==> src/rtl/core/gtwl_pkg.sv <==
// Shared types, constants and helpers for the greedy word-wrap layout block.
// No dependencies.
package gtwl_pkg;

  localparam int unsigned MaxWord = 32;
  localparam int unsigned WordIdxW = $clog2(MaxWord);
  localparam int unsigned WordCntW = $clog2(MaxWord + 1);
  localparam int unsigned GeomW = 48;
  localparam int unsigned OrigW = 24;

  localparam logic [2:0] CfgTextScale = 3'd0;
  localparam logic [2:0] CfgLetterSpacing = 3'd1;
  localparam logic [2:0] CfgLineHeight = 3'd2;
  localparam logic [2:0] CfgLineIndent = 3'd3;
  localparam logic [2:0] CfgWrapWidth = 3'd4;
  localparam logic [2:0] CfgDirectionUp = 3'd5;
  localparam logic [2:0] CfgStartY = 3'd6;

  localparam logic signed [25:0] S24Min = -26'sd8388608;
  localparam logic signed [25:0] S24Max = 26'sd8388607;

  localparam logic [20:0] CpNewline = 21'h0000A;
  localparam logic [20:0] CpUnderscore = 21'h0005F;

  typedef struct packed {
    logic [15:0] text_scale;
    logic signed [15:0] letter_spacing;
    logic signed [23:0] line_height;
    logic signed [23:0] line_indent;
    logic [22:0] wrap_width;
    logic direction_up;
    logic signed [23:0] start_y;
  } cfg_t;

  function automatic logic is_cjk(input logic [20:0] c);
    is_cjk = (c == 21'h3005) || (c >= 21'h3400 && c <= 21'h4DBF) ||
             (c >= 21'h4E00 && c <= 21'h9FFF) || (c >= 21'hF900 && c <= 21'hFAFF) ||
             (c >= 21'h20000 && c <= 21'h2A6DF) || (c >= 21'h2A700 && c <= 21'h2B73F) ||
             (c >= 21'h2B740 && c <= 21'h2B81F) || (c >= 21'h2F800 && c <= 21'h2FA1F);
  endfunction

  function automatic logic signed [23:0] sat24(input logic signed [40:0] v);
    if (v < 41'(S24Min)) sat24 = 24'sh800000;
    else if (v > 41'(S24Max)) sat24 = 24'sh7FFFFF;
    else sat24 = v[23:0];
  endfunction

  function automatic logic [22:0] satu23(input logic signed [40:0] v);
    if (v < 0) satu23 = '0;
    else if (v > 41'sd8388607) satu23 = 23'h7FFFFF;
    else satu23 = v[22:0];
  endfunction

endpackage

==> src/rtl/core/gtwl_cfg.sv <==
// Configuration register file of the layout block.
// Depends on gtwl_pkg.
module gtwl_cfg (
  input  logic                clk_i,
  input  logic                rst_ni,
  input  logic                cfg_we,
  input  logic [2:0]          cfg_index,
  input  logic [23:0]         cfg_wdata,
  output gtwl_pkg::cfg_t      cfg_o
);
  import gtwl_pkg::*;
  cfg_t cfg_q;

  always_ff @(posedge clk_i or negedge rst_ni) begin
    if (!rst_ni) begin
      cfg_q <= '0;
      cfg_q.text_scale <= 16'd256;
    end else if (cfg_we) begin
      case (cfg_index)
        CfgTextScale: cfg_q.text_scale <= cfg_wdata[15:0];
        CfgLetterSpacing: cfg_q.letter_spacing <= cfg_wdata[15:0];
        CfgLineHeight: cfg_q.line_height <= cfg_wdata;
        CfgLineIndent: cfg_q.line_indent <= cfg_wdata;
        CfgWrapWidth: cfg_q.wrap_width <= cfg_wdata[22:0];
        CfgDirectionUp: cfg_q.direction_up <= cfg_wdata[0];
        CfgStartY: cfg_q.start_y <= cfg_wdata;
        default: ;
      endcase
    end
  end
  assign cfg_o = cfg_q;
endmodule

==> config.mk <==
export PLATFORM = sky130hd
export DESIGN_NAME = gtwl_cfg
export DESIGN_NICKNAME = d
export VERILOG_FILES = /design/src/rtl/core/gtwl_pkg.sv /design/src/rtl/core/gtwl_cfg.sv
export SDC_FILE = /design/constraint.sdc
export NUM_CORES = 1
export LEC_CHECK = 0
export BUFFER_PORTS_ARGS = -buffer_cell sky130_fd_sc_hd__buf_4
export CORE_MARGIN = 2
export CORE_UTILIZATION = 52
export CTS_BUF_LIST = sky130_fd_sc_hd__clkbuf_2
export DETAILED_ROUTE_END_ITERATION = 7
export PLACE_DENSITY_LB_ADDON = 0.12
export SYNTH_ARGS = -nofsm -noshare
export SYNTH_HDL_FRONTEND = slang
export SYNTH_SLANG_ARGS = --single-unit
export TNS_END_PERCENT = 1
==> constraint.sdc <==
create_clock -name clk_i -period 1.1 [get_ports clk_i]
set_clock_uncertainty 0.1 [all_clocks]
set_input_delay 0.165 -clock clk_i [delete_from_list [all_inputs] [get_ports clk_i]]
set_output_delay 0.165 -clock clk_i [all_outputs]
set_load 0.005 [all_outputs]
==> results.txt <==
- Clock-pin slew was measured on the worst setup and hold paths at 0.20 ns.
* Height of the die: 101 microns
- Worst Max-Slew Pin Slew: 0.388 ns
- Instance count along the most critical hold path: 4
- Dividing total power by cell area gives a power density of 1740 mW/mm^2.
- The worst hold path belongs to the class in -> reg.
- Fraction of final layout cells with drive strength greater than 1: 66.9%
- Total of flip-flops plus latches after synthesis: 128
- Count of cell types in the netlist: 13
- Once layout is complete, the cells apart from fillers number 631.
- Across the run, the number of max-cap violations was 0.
- The number of global-route vias before repair is 3457.
- Arrival @ worst endpoint: 1.28 ns
- Relative to the synthesized area, the layout overhead comes to 51.3%.
* Overall die area: 0.0103 sq mm
* Period utilisation layout: 141%
* Wire length of the first global-routing pass: 18.5 mm
- CTS tree: done
- After detailed routing, the number of vias per cell comes to 4.96.
- For the finished layout, the period the worst path requires is 1.55 ns.
- The detail route stage leaves a number of antenna-violating nets equal to 0.
- Unrepaired setup endpoints after global routing: yes
* Final weighted congestion in routability-driven placement: 0.753
* Depth of the most critical reg-to-reg path: 2
- Across the VDD grid, the largest voltage drop is 0.000991 V.
- The Yosys step of the flow raised 0 warnings.
- Detailed Routing Iterations Pass 1: 4
* Post-Place Cell Area: 0.00644 sq mm
- Classification of the worst setup path: reg -> out
- Clock buffer count from CTS: 17
* Number of cells produced by synthesis: 277
* DR iter-0 viols: 75
- The H-tree was split into 4 levels.
- The final hold violation count was 7.
- Die width: 101 microns
* Number of failing setup endpoints in the final timing report: 132
- Across all hold checks on the routed design, the worst slack comes to -0.0113 ns.
- Counting both buffers and inverters, the worst setup path holds a total of 1.
* ANT cells: 0
* HPWL after detailed placement: 7.56 mm
* Total instance count after detailed placement: 566
- The worst register-to-register path ends at cfg_o[88].
- CTS saw 128 sinks.
- Finished Cell Area: 0.00747 sq mm
- Standard-cell row count: 35
- The initial utilization of the core area, before any placement, comes to 53.4%.
- For this run, the slowest stage of the critical path takes 0.57 ns.
- Failing checks: hold timing, setup timing
* Area taken by multi-input logic gates: 0.00165 sq mm
- Among all stages on the critical path, the largest delay is contributed by sky130_fd_sc_hd__dfstp_2.
* WL per Instance: 18.4 microns
* Synthesized Nets: 307
* Initial antenna violation count: 0
- Average footprint of a synthesized cell: 17.8 sq um
- Number of vias after detailed routing: 3132
- STA classifies the critical path startpoint as a flop.
* Post-Synthesis Cell Area: 0.00494 sq mm
* Worst slew margin: 74.1%
* Total grt overflow: 0
* Final-layout setup total negative slack: -42.76 ns
- In this run the worst path has a maximum fanout of 2.
* Max reg flops: 128
- I/O pin total: 158
- In this run the deepest clock path goes through 2 buffers.
- The analysis attributes to cell leakage a power of 3.53 nW.
* Core area: 0.00924 sq mm
* Wirelength, routed: 11.6 mm
- Worst reg2reg path startpoint: cfg_o[88]
- Traced cell by cell, the critical path runs through buf_6.
* Status: finished with violations
- STA puts the critical path data required time at 0.83 ns.
- Entering global routing, the biggest net connects 53 pins.
- After filler insertion, the fill cell instance count of the layout stands at 528.
* Post-route DRC: 0
- For this run, the post-layout net count is 519.
- Once routing completed, OpenROAD measured the worst setup slack at -0.447 ns.
- Leaving out fill and tap cells, the most frequent cell in the layout is sky130_fd_sc_hd__buf_6.
* Critical hold path startpoint: cfg_index[1]
* Clk root buf: sky130_fd_sc_hd__clkbuf_2
* Portion of the post-synthesis area used by sequential elements: 64.9%
- Register-to-register path setup slack: 0.09 ns
- Top library cells by usage in the layout, fill and taps aside: sky130_fd_sc_hd__buf_6 (131), sky130_fd_sc_hd__dfrtp_1 (127), sky130_fd_sc_hd__mux2_2 (101), sky130_fd_sc_hd__buf_4 (35), sky130_fd_sc_hd__dlygate4sd3_1 (27)
- The number of pins exceeding their max-slew limit in the final report came to 0.
- Timing would allow up to 646 MHz.
- Global routing consumed, over all layers together, 24.2% of the routing resources.
* Kind of end point of the critical path: output port
- Hold endpoint: cfg_o[117]
- At the later pin of the worst-skew pair, clock insertion delay measures 0.63 ns.
* Sequential cell area: 0.00320 sq mm
- The completed layout was analyzed and its total power is 13.0 mW.
- Timing analysis after detailed placement gives a worst setup slack of -0.414 ns.
* Kind of cell adding the most delay to the critical path: flip-flops
* Port Buffers: 157
## how the worst max path moves through the flow
stage	start	endpoint	depth (start not counted)
after global routing	cfg_o[120]	cfg_o[120]	1
after floorplan	cfg_index[1]	cfg_o[112]	4
after global placement	cfg_index[0]	cfg_o[118]	4
final	cfg_o[120]	cfg_o[120]	1
after CTS	cfg_o[120]	cfg_o[120]	1
after detailed placement	cfg_index[0]	cfg_o[123]	4
## cells by family after synthesis
kind of cell           count (synthesis)  synth area share [%]
and+or+nand+nor                        7                  1.93
buffers and inverters                 14                  2.48
muxes                                128                  30.7
DFF                                  128                  64.9
## power by group
part	switching [mW]	internal [mW]	leakage [nW]
clock network	1.69	0.808	0.121
registers	0.778	5.74	1.53
logic	1.11	2.90	1.87
total	3.58	9.45	3.53
## cells in the mapped netlist
library cell / instances / area [sq um]
sky130_fd_sc_hd__dfrtp_1: 127 / 3180
sky130_fd_sc_hd__mux2_2: 101 / 1140
sky130_fd_sc_hd__mux2_4: 20 / 300
sky130_fd_sc_hd__buf_6: 8 / 90.1
sky130_fd_sc_hd__mux2_1: 7 / 78.8
sky130_fd_sc_hd__buf_2: 5 / 25.0
sky130_fd_sc_hd__nand4b_2: 2 / 30.0
sky130_fd_sc_hd__nor4bb_1: 2 / 20.0
sky130_fd_sc_hd__and4bb_1: 1 / 12.5
sky130_fd_sc_hd__buf_4: 1 / 7.51
sky130_fd_sc_hd__dfstp_2: 1 / 26.3
sky130_fd_sc_hd__nand4b_1: 1 / 8.76
sky130_fd_sc_hd__nor4b_4: 1 / 23.8
## what timing repair did
action / in CTS / in global routing
setup endpoints to repair: 128 / 263
resized for setup: 128 / 11
hold endpoints to repair: 256 / 20
buffers inserted: 0 / 1
hold buffers: 31 / 1
pin swaps: 0 / 1
## area by class of cell
class | instances | share of cell area (%)
clock buffer | 20 | 1.34
clock inverter | 12 | 1.31
multi-input combinational | 135 | 22.1
sequential | 128 | 42.9
tap | 129 | 2.16
timing repair buffer | 207 | 30.2
## stage by stage
step                      util [%]  hold slack (ns)
after floorplan                  -           -0.231
after global placement        69.7           0.0866
after detailed placement      69.7           0.0913
after CTS                     80.4          -0.0472
after global routing          80.9          -0.0740
final                         80.9          -0.0113
## metal layers
layer	global-route usage [%]	part of all wire, %
met5	0	0
met2	38.2	50
met1	32.4	43
met4	8.32	0.88
met3	7.32	5.5
No activity file was read; power rests on OpenSTA's default activity.
