===== src/rtl/core/gtwl_ram.sv =====
// Generic single-port-write, registered-read RAM.
// No dependencies.
module gtwl_ram #(
  parameter int unsigned Width = 8,
  parameter int unsigned Depth = 32
) (
  input  logic                     clk_i,
  input  logic                     we_i,
  input  logic [$clog2(Depth)-1:0] waddr_i,
  input  logic [Width-1:0]         wdata_i,
  input  logic [$clog2(Depth)-1:0] raddr_i,
  output logic [Width-1:0]         rdata_o
);
  logic [Width-1:0] mem [Depth];

  always_ff @(posedge clk_i) begin
    if (we_i) mem[waddr_i] <= wdata_i;
    rdata_o <= mem[raddr_i];
  end
endmodule


===== config.mk =====
export PLATFORM = sky130hd
export DESIGN_NAME = gtwl_ram
export DESIGN_NICKNAME = d
export VERILOG_FILES = /design/src/rtl/core/gtwl_ram.sv
export SDC_FILE = /design/constraint.sdc
export NUM_CORES = 1
export LEC_CHECK = 0
export ABC_AREA = 1
export BUFFER_PORTS_ARGS = -buffer_cell sky130_fd_sc_hd__buf_2
export CAP_MARGIN = 30
export CORE_ASPECT_RATIO = 1.1
export CORE_MARGIN = 2
export CORE_UTILIZATION = 31
export CTS_CLUSTER_SIZE = 10
export DETAILED_ROUTE_END_ITERATION = 8
export PLACE_DENSITY_LB_ADDON = 0.3
export SLEW_MARGIN = 10
export SYNTH_ARGS = -nofsm -noshare
export SYNTH_HDL_FRONTEND = slang
export SYNTH_SLANG_ARGS = --single-unit

===== constraint.sdc =====
create_clock -name clk_i -period 1.3 [get_ports clk_i]
set_input_delay 0 -clock clk_i [delete_from_list [all_inputs] [get_ports clk_i]]
set_output_delay 0 -clock clk_i [all_outputs]
set_load 0.02 [all_outputs]

==> impl_metrics.tcl, run 1 <==
set metrics [dict create \
    result_of_the_run "finished clean" \
    wire_length_of_the_first_global_routing_pass_um 41520 \
    grt.total_usage_pct 15.02 \
    cp_peak_stage_delay_ns 0.36 \
    fp.dieArea_um2 36310 \
    endpoint_kind "register" \
    timing.slew.headroom_pct 63.03 \
    cts.path.max_buffers 3 \
    cts_max_level 1 \
    cp_data_required_time_ns 1.73 \
    route.detailed.vias_per_inst 4.700 \
    areaGrowthSynthToFinish_pct 19.08 \
    port_buffers 27 \
    number_of_top_level_pins 28 \
    cts_repair_resizes 0 \
    postLayoutSetupSlackWorst_ns 0.1445 \
    coreArea_um2 34200 \
    top_layer_used "met4" \
    tightest_pin_transition_ns 0.5539 \
    levels_on_crit_path 8 \
    worst_ep_arrival_time_ns 1.58 \
    timing.critical_path.mode_cell "sky130_fd_sc_hd__nand2_1" \
    crit_fanout 1 \
    rsz0062_at_grt "no" \
    initial_utilization_pct 31.54 \
    drive_above_1_share_pct 13.24 \
    buffers_plus_inverters_on_the_worst_setup_path 0 \
    final.setup.tns_ns 0 \
    final_cell_mix "360 x sky130_fd_sc_hd__nand2_1, 256 x sky130_fd_sc_hd__edfxtp_1, 204 x sky130_fd_sc_hd__nand3_1, 56 x sky130_fd_sc_hd__buf_4, 32 x sky130_fd_sc_hd__nor2_1" \
    pre_cts_ws_ns -0.004978 \
    cp_slowest_cell "sky130_fd_sc_hd__edfxtp_1" \
    syn-num-nets 942 \
    globalRouteOverflowTotal 0 \
    clk_pin_slew_ns 0.05 \
    synthCells 922 \
    die_h_um 199.6 \
    register_to_register_path_depth 8 \
    highest_attainable_clock_frequency_ghz 0.8654 \
    ys_seq_area_share_pct 72.75 \
    finalMaxSlewViolations 0 \
    path_cells "nand2_1 -> nand3_1 -> nand3_1 -> nand2_1 -> nand2_1 -> nand2_1 -> nand2_1 -> nand2_1" \
    met2_wirelength_um 13000 \
    die-width_um 181.9 \
    wirelength_met1_um 12130 \
    cts_made_buffers 30 \
    power.density_nw_per_um2 1440 \
    period_needed_ns 1.156 \
    worstHoldPathCells 6 \
    grt_pass1_vias 6954 \
    layout.nets 1032 \
    final.setup_skew_ns 0.007873 \
    max-vdd-ir-drop_mv 0.9223 \
    core.rowCount 71 \
    syn_avg_cell_area_um2 11.70 \
    detail-route-antenna-nets 0 \
    detail_route.drc_violations 0 \
    finalSetupViolCount 0 \
    worstSetupStartpointType "register" \
    detailedRoute.firstPassIterationCount 5 \
    cts.repair_timing.setup_buffer_count 0 \
    critical_path_class "reg2reg" \
    worstHoldPathType "in2reg" \
    drv_cap 0 \
    synthDistinctLibCells 12 \
    cts_num_sinks 264 \
    diodes_inserted 0 \
    routed-via-count 6923 \
    initialDrtViolationCount 545 \
    synthesis.yosys.warnings 0 \
    final_core_util_pct 37.56 \
    synth_area_um2 10790 \
    ys_ff_latch 264 \
    layout_commonest_cell "sky130_fd_sc_hd__nand2_1" \
    routed_wire_length_per_instance_um 18.32 \
    cts_tree "done" \
    pin_count_of_the_biggest_net_entering_global_routing 41 \
    antenna_violations_before_repair 1 \
    p_leak_nw 4.809 \
    dp.final_hpwl_um 16850 \
    final_hold_viol_count 0 \
    wl_met3_um 1232 \
    postRouteWirelength_um 26990 \
    clock_tree_root_driver_cell "sky130_fd_sc_hd__clkbuf_16" \
    critical_path.top_delay_family "simple AND/OR/NAND/NOR gates" \
    insertion_delay_ns 0.54 \
    gp_congestion 0.7967 \
    timing.final.crit_share_pct 88.88 \
]
[metrics by stage]
stage               area (um^2)  power [W]  std cells  hold slack [ns]
finish                    12840    0.01850       1473          0.03746
floorplan                 10790    0.01039        922          0.09887
detailed placement        11860    0.01100       1409           0.3663
CTS                       12840    0.01869       1473          0.01993
global route              12840    0.01912       1473          0.06444
global placement          11860    0.01099       1409           0.3632
[registers in the layout (all words and copies together), names as in the netlist]
register / flops
mem: 256
rdata_o: 8
[final timing paths]
check                       start                  to  slack [ns]
max          mem[21][2]$_DFFE_PP_  rdata_o[2]$_DFF_P_        0.14
min                    raddr_i[3]  rdata_o[6]$_DFF_P_        0.04
max reg2reg  mem[21][2]$_DFFE_PP_  rdata_o[2]$_DFF_P_        0.14
min reg2reg   mem[6][5]$_DFFE_PP_  rdata_o[5]$_DFF_P_        0.75
[routing by layer]
metal	track usage (%)	vias to the layer above
met2	25.40	167
met5	0	-
li1	-	3384
met1	20.43	3325
met3	1.658	47
met4	4.659	0
[power by group]
group | switching [W] | internal [W] | total [W] | leakage, nW
registers | 0.0000433 | 0.00946 | 0.00950 | 2.37
logic | 0.000886 | 0.000437 | 0.00132 | 2.01
clock network | 0.00311 | 0.00457 | 0.00767 | 0.428
[worst min-delay path, cell delays in order]
cell,delay (ns)
sky130_fd_sc_hd__buf_2,0.12
sky130_fd_sc_hd__buf_4,0.19
sky130_fd_sc_hd__nand2_1,0.08
sky130_fd_sc_hd__nand2_1,0.04
sky130_fd_sc_hd__nand2_1,0.05
sky130_fd_sc_hd__nand2_1,0.04
[synth_stat cells]
cell / number / area share (%)
sky130_fd_sc_hd__nor2_1: 32 / 1.1
sky130_fd_sc_hd__nand3_1: 204 / 9.5
sky130_fd_sc_hd__buf_6: 24 / 2.5
sky130_fd_sc_hd__buf_2: 15 / 0.70
sky130_fd_sc_hd__inv_2: 2 / 0.070
sky130_fd_sc_hd__buf_4: 4 / 0.28
sky130_fd_sc_hd__dfxtp_1: 8 / 1.5
sky130_fd_sc_hd__nand2_1: 360 / 13
sky130_fd_sc_hd__inv_1: 8 / 0.28
sky130_fd_sc_hd__clkbuf_1: 7 / 0.24
sky130_fd_sc_hd__buf_1: 2 / 0.070
sky130_fd_sc_hd__edfxtp_1: 256 / 71
[final cells by class]
type	instances	area (um^2)
clock buffers	55	895.9
fillers	3262	21360
inverters	10	40.04
multi-input cells	596	2492
flip-flops and latches	264	7848
well taps	438	548.0
repair buffers	110	1021
[kinds of logic after synthesis]
family	synth area share, %
flops	72.75
buf+inv	4.141
simple gates	23.11
[timing repair]
action	4_1_cts	5_1_grt
hold endpoints to repair	169	0
setup endpoints to repair	0	0
hold buffers	9	0
Note: power is estimated with default switching activity, not from simulation.
==> run 2, diff against run 1 <==
CELL_PAD_IN_SITES_DETAIL_PLACEMENT = 1   (was default)
CELL_PAD_IN_SITES_GLOBAL_PLACEMENT = 1   (was default)
CORE_UTILIZATION = 50   (was 31)
SETUP_SLACK_MARGIN = 0.15   (was default)
==> impl_metrics.tcl, run 2 (same netlist as run 1, synthesis figures left out) <==
set metrics [dict create \
    postRouteWirelength_um 29600 \
    cts_tree "done" \
    timing.slew.headroom_pct 67.14 \
    detailedRoute.firstPassIterationCount 5 \
    largest_register_ffs 256 \
    period_needed_ns 1.142 \
    worstHoldPathType "in2reg" \
    endpoint_kind "register" \
    initialDrtViolationCount 722 \
    timing.final.crit_share_pct 87.82 \
    result_of_the_run "finished clean" \
    wire_length_of_the_first_global_routing_pass_um 45100 \
    critPathCapture "rdata_o[7]$_DFF_P_" \
    globalRouteOverflowTotal 0 \
    coreArea_um2 21230 \
    detail-route-antenna-nets 0 \
    core.rowCount 56 \
    multiInputGateArea_um2 2750 \
    crit_fanout 1 \
    power.total_w 0.01844 \
    finalMaxSlewViolations 0 \
    route.detailed.vias_per_inst 5.677 \
    detail_route.drc_violations 0 \
    port_buffers 27 \
    clock_tree_root_driver_cell "sky130_fd_sc_hd__clkbuf_16" \
    die-width_um 144.0 \
    cts_max_level 1 \
    cts.path.max_buffers 3 \
    power.density_nw_per_um2 1446 \
    initial_utilization_pct 50.81 \
    final.setup_skew_ns 0.01098 \
    critical_path_class "reg2reg" \
    clk_pin_slew_ns 0.06 \
    fp.dieArea_um2 22760 \
    number_of_top_level_pins 28 \
    cp_data_required_time_ns 1.73 \
    gp_congestion 0.8193 \
    p_leak_nw 4.802 \
    rsz0062_at_grt "yes" \
    pre_cts_ws_ns -0.02488 \
    register_to_register_setup_slack_ns 0.16 \
    top_register "mem" \
    placedCellCount 1251 \
    reg_top3 "mem x256, rdata_o x8" \
    cts_made_buffers 30 \
    routed_wire_length_per_instance_um 22.53 \
    die_h_um 158.0 \
    worst_hold_margin_ns 0.02104 \
    layout_commonest_cell "sky130_fd_sc_hd__nand2_1" \
    pin_count_of_the_biggest_net_entering_global_routing 82 \
    cts.repair_timing.setup_buffer_count 0 \
    dp.final_hpwl_um 17850 \
    reg2reg_to "rdata_o[7]$_DFF_P_" \
    final_hold_viol_count 0 \
    drv_cap 0 \
    highest_attainable_clock_frequency_ghz 0.8759 \
    routed-via-count 7460 \
    design_area_um2 12750 \
    grt_pass1_vias 7817 \
    max-vdd-ir-drop_mv 1.330 \
    final_cell_mix "335 x sky130_fd_sc_hd__nand2_1, 256 x sky130_fd_sc_hd__edfxtp_1, 165 x sky130_fd_sc_hd__nand3_1, 49 x sky130_fd_sc_hd__buf_4, 39 x sky130_fd_sc_hd__nand3_2" \
    tightest_pin_transition_ns 0.4923 \
    insertion_delay_ns 0.54 \
    register_to_register_path_depth 8 \
    setup.worst_path.start "mem[31][7]$_DFFE_PP_" \
    worst_ep_arrival_time_ns 1.57 \
    areaGrowthSynthToFinish_pct 18.21 \
    postLayoutSetupSlackWorst_ns 0.1583 \
    cts_num_sinks 264 \
    dpl-instance-area_um2 11560 \
    timing.rr.start "mem[31][7]$_DFFE_PP_" \
    drive_above_1_share_pct 18.48 \
    layout.nets 1019 \
    finalSetupViolCount 0 \
    ff_latch_area_um2 7848 \
    fillCellCount 2171 \
    antenna_violations_before_repair 1 \
    number_of_non_filler_instances_in_the_completed_layout 1314 \
    worstSetupStartpointType "register" \
    grt.total_usage_pct 26.75 \
]
run 2: changes by cell type in the layout (fill, tap and decap cells not counted), sizes merged:
| cell | delta |
|---|---|
| buf | -10 |
| dlygate4sd3 | -3 |
| inv | -1 |
| diode | +1 |
| clkinv | +2 |
run 2: area by class of cell:
| class | instances | area share, % |
|---|---|---|
| Multi-Input combinational cell | 596 | 21.57 |
| Tap cell | 290 | 2.846 |
| Sequential cell | 264 | 61.54 |
| Inverter | 10 | 0.3042 |
| Clock inverter | 1 | 0.03925 |
| Timing Repair Buffer | 97 | 6.888 |
| Clock buffer | 55 | 6.790 |
| Antenna cell | 1 | 0.01963 |
run 2: through the flow:
stage,util (%),TNS (ns)
floorplan,-,0
global placement,54.45,0
detailed placement,54.45,-0.02488
CTS,59.15,0
global route,60.05,0
finish,60.06,0
run 2: worst max-delay path, cell delays in order, from the launching register on:
cell,delay (ns)
sky130_fd_sc_hd__edfxtp_1,0.37
sky130_fd_sc_hd__nand2_1,0.09
sky130_fd_sc_hd__nand3_1,0.11
sky130_fd_sc_hd__nand3_2,0.11
sky130_fd_sc_hd__nand2_1,0.10
sky130_fd_sc_hd__nand2_1,0.10
sky130_fd_sc_hd__nand2_1,0.06
sky130_fd_sc_hd__nand2_1,0.05
sky130_fd_sc_hd__nand2_1,0.05
run 2: worst min path at each step:
stage                    start              endpoint  slack (ns)  cells after the start
floorplan           wdata_i[0]   mem[0][0]$_DFFE_PP_         0.1                      0
global placement    raddr_i[4]    rdata_o[7]$_DFF_P_        0.36                      3
detailed placement  raddr_i[4]    rdata_o[0]$_DFF_P_        0.36                      3
CTS                 wdata_i[5]  mem[29][5]$_DFFE_PP_        0.01                      2
global route        wdata_i[3]  mem[18][3]$_DFFE_PP_        0.03                      2
finish              wdata_i[5]  mem[24][5]$_DFFE_PP_        0.02                      2
run 2: power by group:
part           internal (W)  leakage (nW)  switching (W)
Combinational      0.000428          2.01       0.000968
Sequential          0.00946          2.37      0.0000515
Clock               0.00443         0.414        0.00310
run 2: metal layers:
| layer | GRT usage, % | vias up | wire length (um) |
|---|---|---|---|
| li1 | - | 3353 | - |
| met4 | 9.057 | 0 | 796 |
| met1 | 35.31 | 3794 | 11890 |
| met3 | 3.872 | 57 | 1721 |
| met5 | 0 | - | 0 |
| met2 | 45.67 | 256 | 15200 |
run 2: what timing repair did:
action,CTS,global route
pin swaps,0,23
resized for setup,14,50
hold endpoints to repair,130,0
hold buffers,7,0
setup endpoints to repair,5,8
==> run 3, diff against run 2 <==
==> constraint.sdc (replaced) <==
create_clock -name clk_i -period 1.3 [get_ports clk_i]
set_input_delay 0.26 -clock clk_i [delete_from_list [all_inputs] [get_ports clk_i]]
set_output_delay 0.26 -clock clk_i [all_outputs]
set_load 0.02 [all_outputs]
==> impl_metrics.tcl, run 3 (same netlist as run 1, synthesis figures left out) <==
set metrics [dict create \
    result_of_the_run "finished clean" \
    pin_count_of_the_biggest_net_entering_global_routing 51 \
    die-width_um 144.0 \
    die_h_um 158.0 \
    largest_register_ffs 256 \
    critical_path_class "reg2out" \
    tightest_pin_transition_ns 0.7920 \
    globalRouteOverflowTotal 0 \
    crit_fanout 1 \
    gp_congestion 0.8395 \
    p_leak_nw 4.862 \
    final_hold_viol_count 0 \
    grt_pass1_vias 8024 \
    number_of_top_level_pins 28 \
    max-vdd-ir-drop_mv 1.137 \
    areaGrowthSynthToFinish_pct 20.07 \
    register_to_register_path_depth 8 \
    postRouteWirelength_um 30320 \
    final.setup_skew_ns 0.01684 \
    cts_tree "done" \
    rsz0062_at_grt "yes" \
    grt.total_usage_pct 27.39 \
    highest_attainable_clock_frequency_ghz 0.7793 \
    worstHoldPathCells 3 \
    cp_data_required_time_ns 1.04 \
    worstHoldPathType "in2reg" \
    detailedRoute.firstPassIterationCount 5 \
    cts_made_buffers 30 \
    worstSetupStartpointType "register" \
    cp_slowest_cell "sky130_fd_sc_hd__dfxtp_2" \
    pre_cts_ws_ns -0.2958 \
    initialDrtViolationCount 515 \
    layout.nets 1018 \
    dpl-instance-area_um2 11560 \
    detail-route-antenna-nets 0 \
    clk_pin_slew_ns 0.06 \
    reg_top3 "mem x256, rdata_o x8" \
    critical_path.top_delay_family "flip-flops" \
    routed_wire_length_per_instance_um 23.11 \
    holdPathEnd "rdata_o[4]$_DFF_P_" \
    detail_route.drc_violations 0 \
    dp.final_hpwl_um 18570 \
    cts_num_sinks 264 \
    design_area_um2 12950 \
    port_buffers 27 \
    reg2reg_to "rdata_o[1]$_DFF_P_" \
    diodes_inserted 0 \
    core.rowCount 56 \
    routed-via-count 7430 \
    clock_tree_root_driver_cell "sky130_fd_sc_hd__clkbuf_16" \
    finalMaxSlewViolations 0 \
    buffers_plus_inverters_on_the_worst_setup_path 1 \
    finalSetupViolCount 0 \
    cts.path.max_buffers 3 \
    timing.slew.headroom_pct 47.20 \
    top_register "mem" \
    period_needed_ns 1.283 \
    register_to_register_setup_slack_ns 0.15 \
    cts.hold.buffers_added 0 \
    cts_max_level 1 \
    initial_utilization_pct 50.81 \
    antenna_violations_before_repair 0 \
    timing.rr.start "mem[18][1]$_DFFE_PP_" \
    coreArea_um2 21230 \
    drive_above_1_share_pct 24.56 \
    final_core_util_pct 61.00 \
    cp_peak_stage_delay_ns 0.35 \
    worst_hold_margin_ns 0.1101 \
    wire_length_of_the_first_global_routing_pass_um 45970 \
    worst_hold_startpoint "raddr_i[4]" \
    timing.final.crit_share_pct 98.70 \
    endpoint_kind "output pin" \
    insertion_delay_ns 0.55 \
    drv_cap 0 \
    fp.dieArea_um2 22760 \
    route.detailed.vias_per_inst 5.663 \
    path_cells "buf_6" \
    power.density_nw_per_um2 1449 \
    postLayoutSetupSlackWorst_ns 0.01686 \
    layout_commonest_cell "sky130_fd_sc_hd__nand2_1" \
    power.total_w 0.01877 \
    worst_ep_arrival_time_ns 1.02 \
    final_cell_mix "306 x sky130_fd_sc_hd__nand2_1, 256 x sky130_fd_sc_hd__edfxtp_1, 147 x sky130_fd_sc_hd__nand3_1, 57 x sky130_fd_sc_hd__nand3_2, 57 x sky130_fd_sc_hd__buf_4" \
]
run 3: worst max path at each step:
stage                       startpoint                  end  slack, ns  cells past startpoint
floorplan                   waddr_i[0]  mem[0][0]$_DFFE_PP_      0.006                      3
global placement            raddr_i[1]   rdata_o[0]$_DFF_P_      -0.28                     10
detailed placement          raddr_i[1]   rdata_o[3]$_DFF_P_      -0.30                     10
CTS                 rdata_o[5]$_DFF_P_           rdata_o[5]      0.003                      1
global route        rdata_o[5]$_DFF_P_           rdata_o[5]     -0.006                      1
finish              rdata_o[5]$_DFF_P_           rdata_o[5]       0.02                      1
run 3: final cells by class:
cell class,count,area (um^2)
fill,2117,8279
sequential,264,7858
clock inverter,1,30.03
inverter,10,38.79
tap,290,362.8
multi-input combinational,596,2928
clock buffer,55,865.8
timing repair buffer,96,868.3
run 3: per-stage QoR:
step | setup TNS (ns) | std cells
2_1_floorplan | 0 | 922
3_3_place_gp | -7.115 | 1256
3_5_place_dp | -20.91 | 1256
4_1_cts | 0 | 1312
5_1_grt | -0.005811 | 1312
6_report | 0 | 1312
run 3: worst reg2reg max path, stage by stage (launching register included):
cell	delay (ns)
sky130_fd_sc_hd__edfxtp_1	0.35
sky130_fd_sc_hd__nand2_1	0.10
sky130_fd_sc_hd__nand3_1	0.10
sky130_fd_sc_hd__nand3_1	0.11
sky130_fd_sc_hd__nand2_2	0.08
sky130_fd_sc_hd__nand2_2	0.06
sky130_fd_sc_hd__nand2_2	0.08
sky130_fd_sc_hd__nand2_2	0.07
sky130_fd_sc_hd__nand2_1	0.06
run 3: per-layer routing:
metal | vias to the layer above | global-route usage (%) | routed length (um)
li1 | 3348 | - | -
met2 | 256 | 48.10 | 15890
met1 | 3758 | 34.82 | 11980
met5 | - | 0 | 0
met4 | 0 | 10.04 | 809
met3 | 68 | 3.690 | 1643
run 3: timing repair:
item                                    4_1_cts  5_1_grt
setup buffers                                 0        0
pin swaps                                    31       80
endpoints found under the setup margin       15       16
gates resized for setup                      51       86
cloned                                        0        0
run 3: power by group:
| group | total [W] | internal [W] | switching [W] |
|---|---|---|---|
| combinational | 0.00148 | 0.000471 | 0.00101 |
| clock | 0.00777 | 0.00463 | 0.00314 |
| sequential | 0.00952 | 0.00947 | 0.0000456 |
| total | 0.0188 | 0.0146 | 0.00420 |
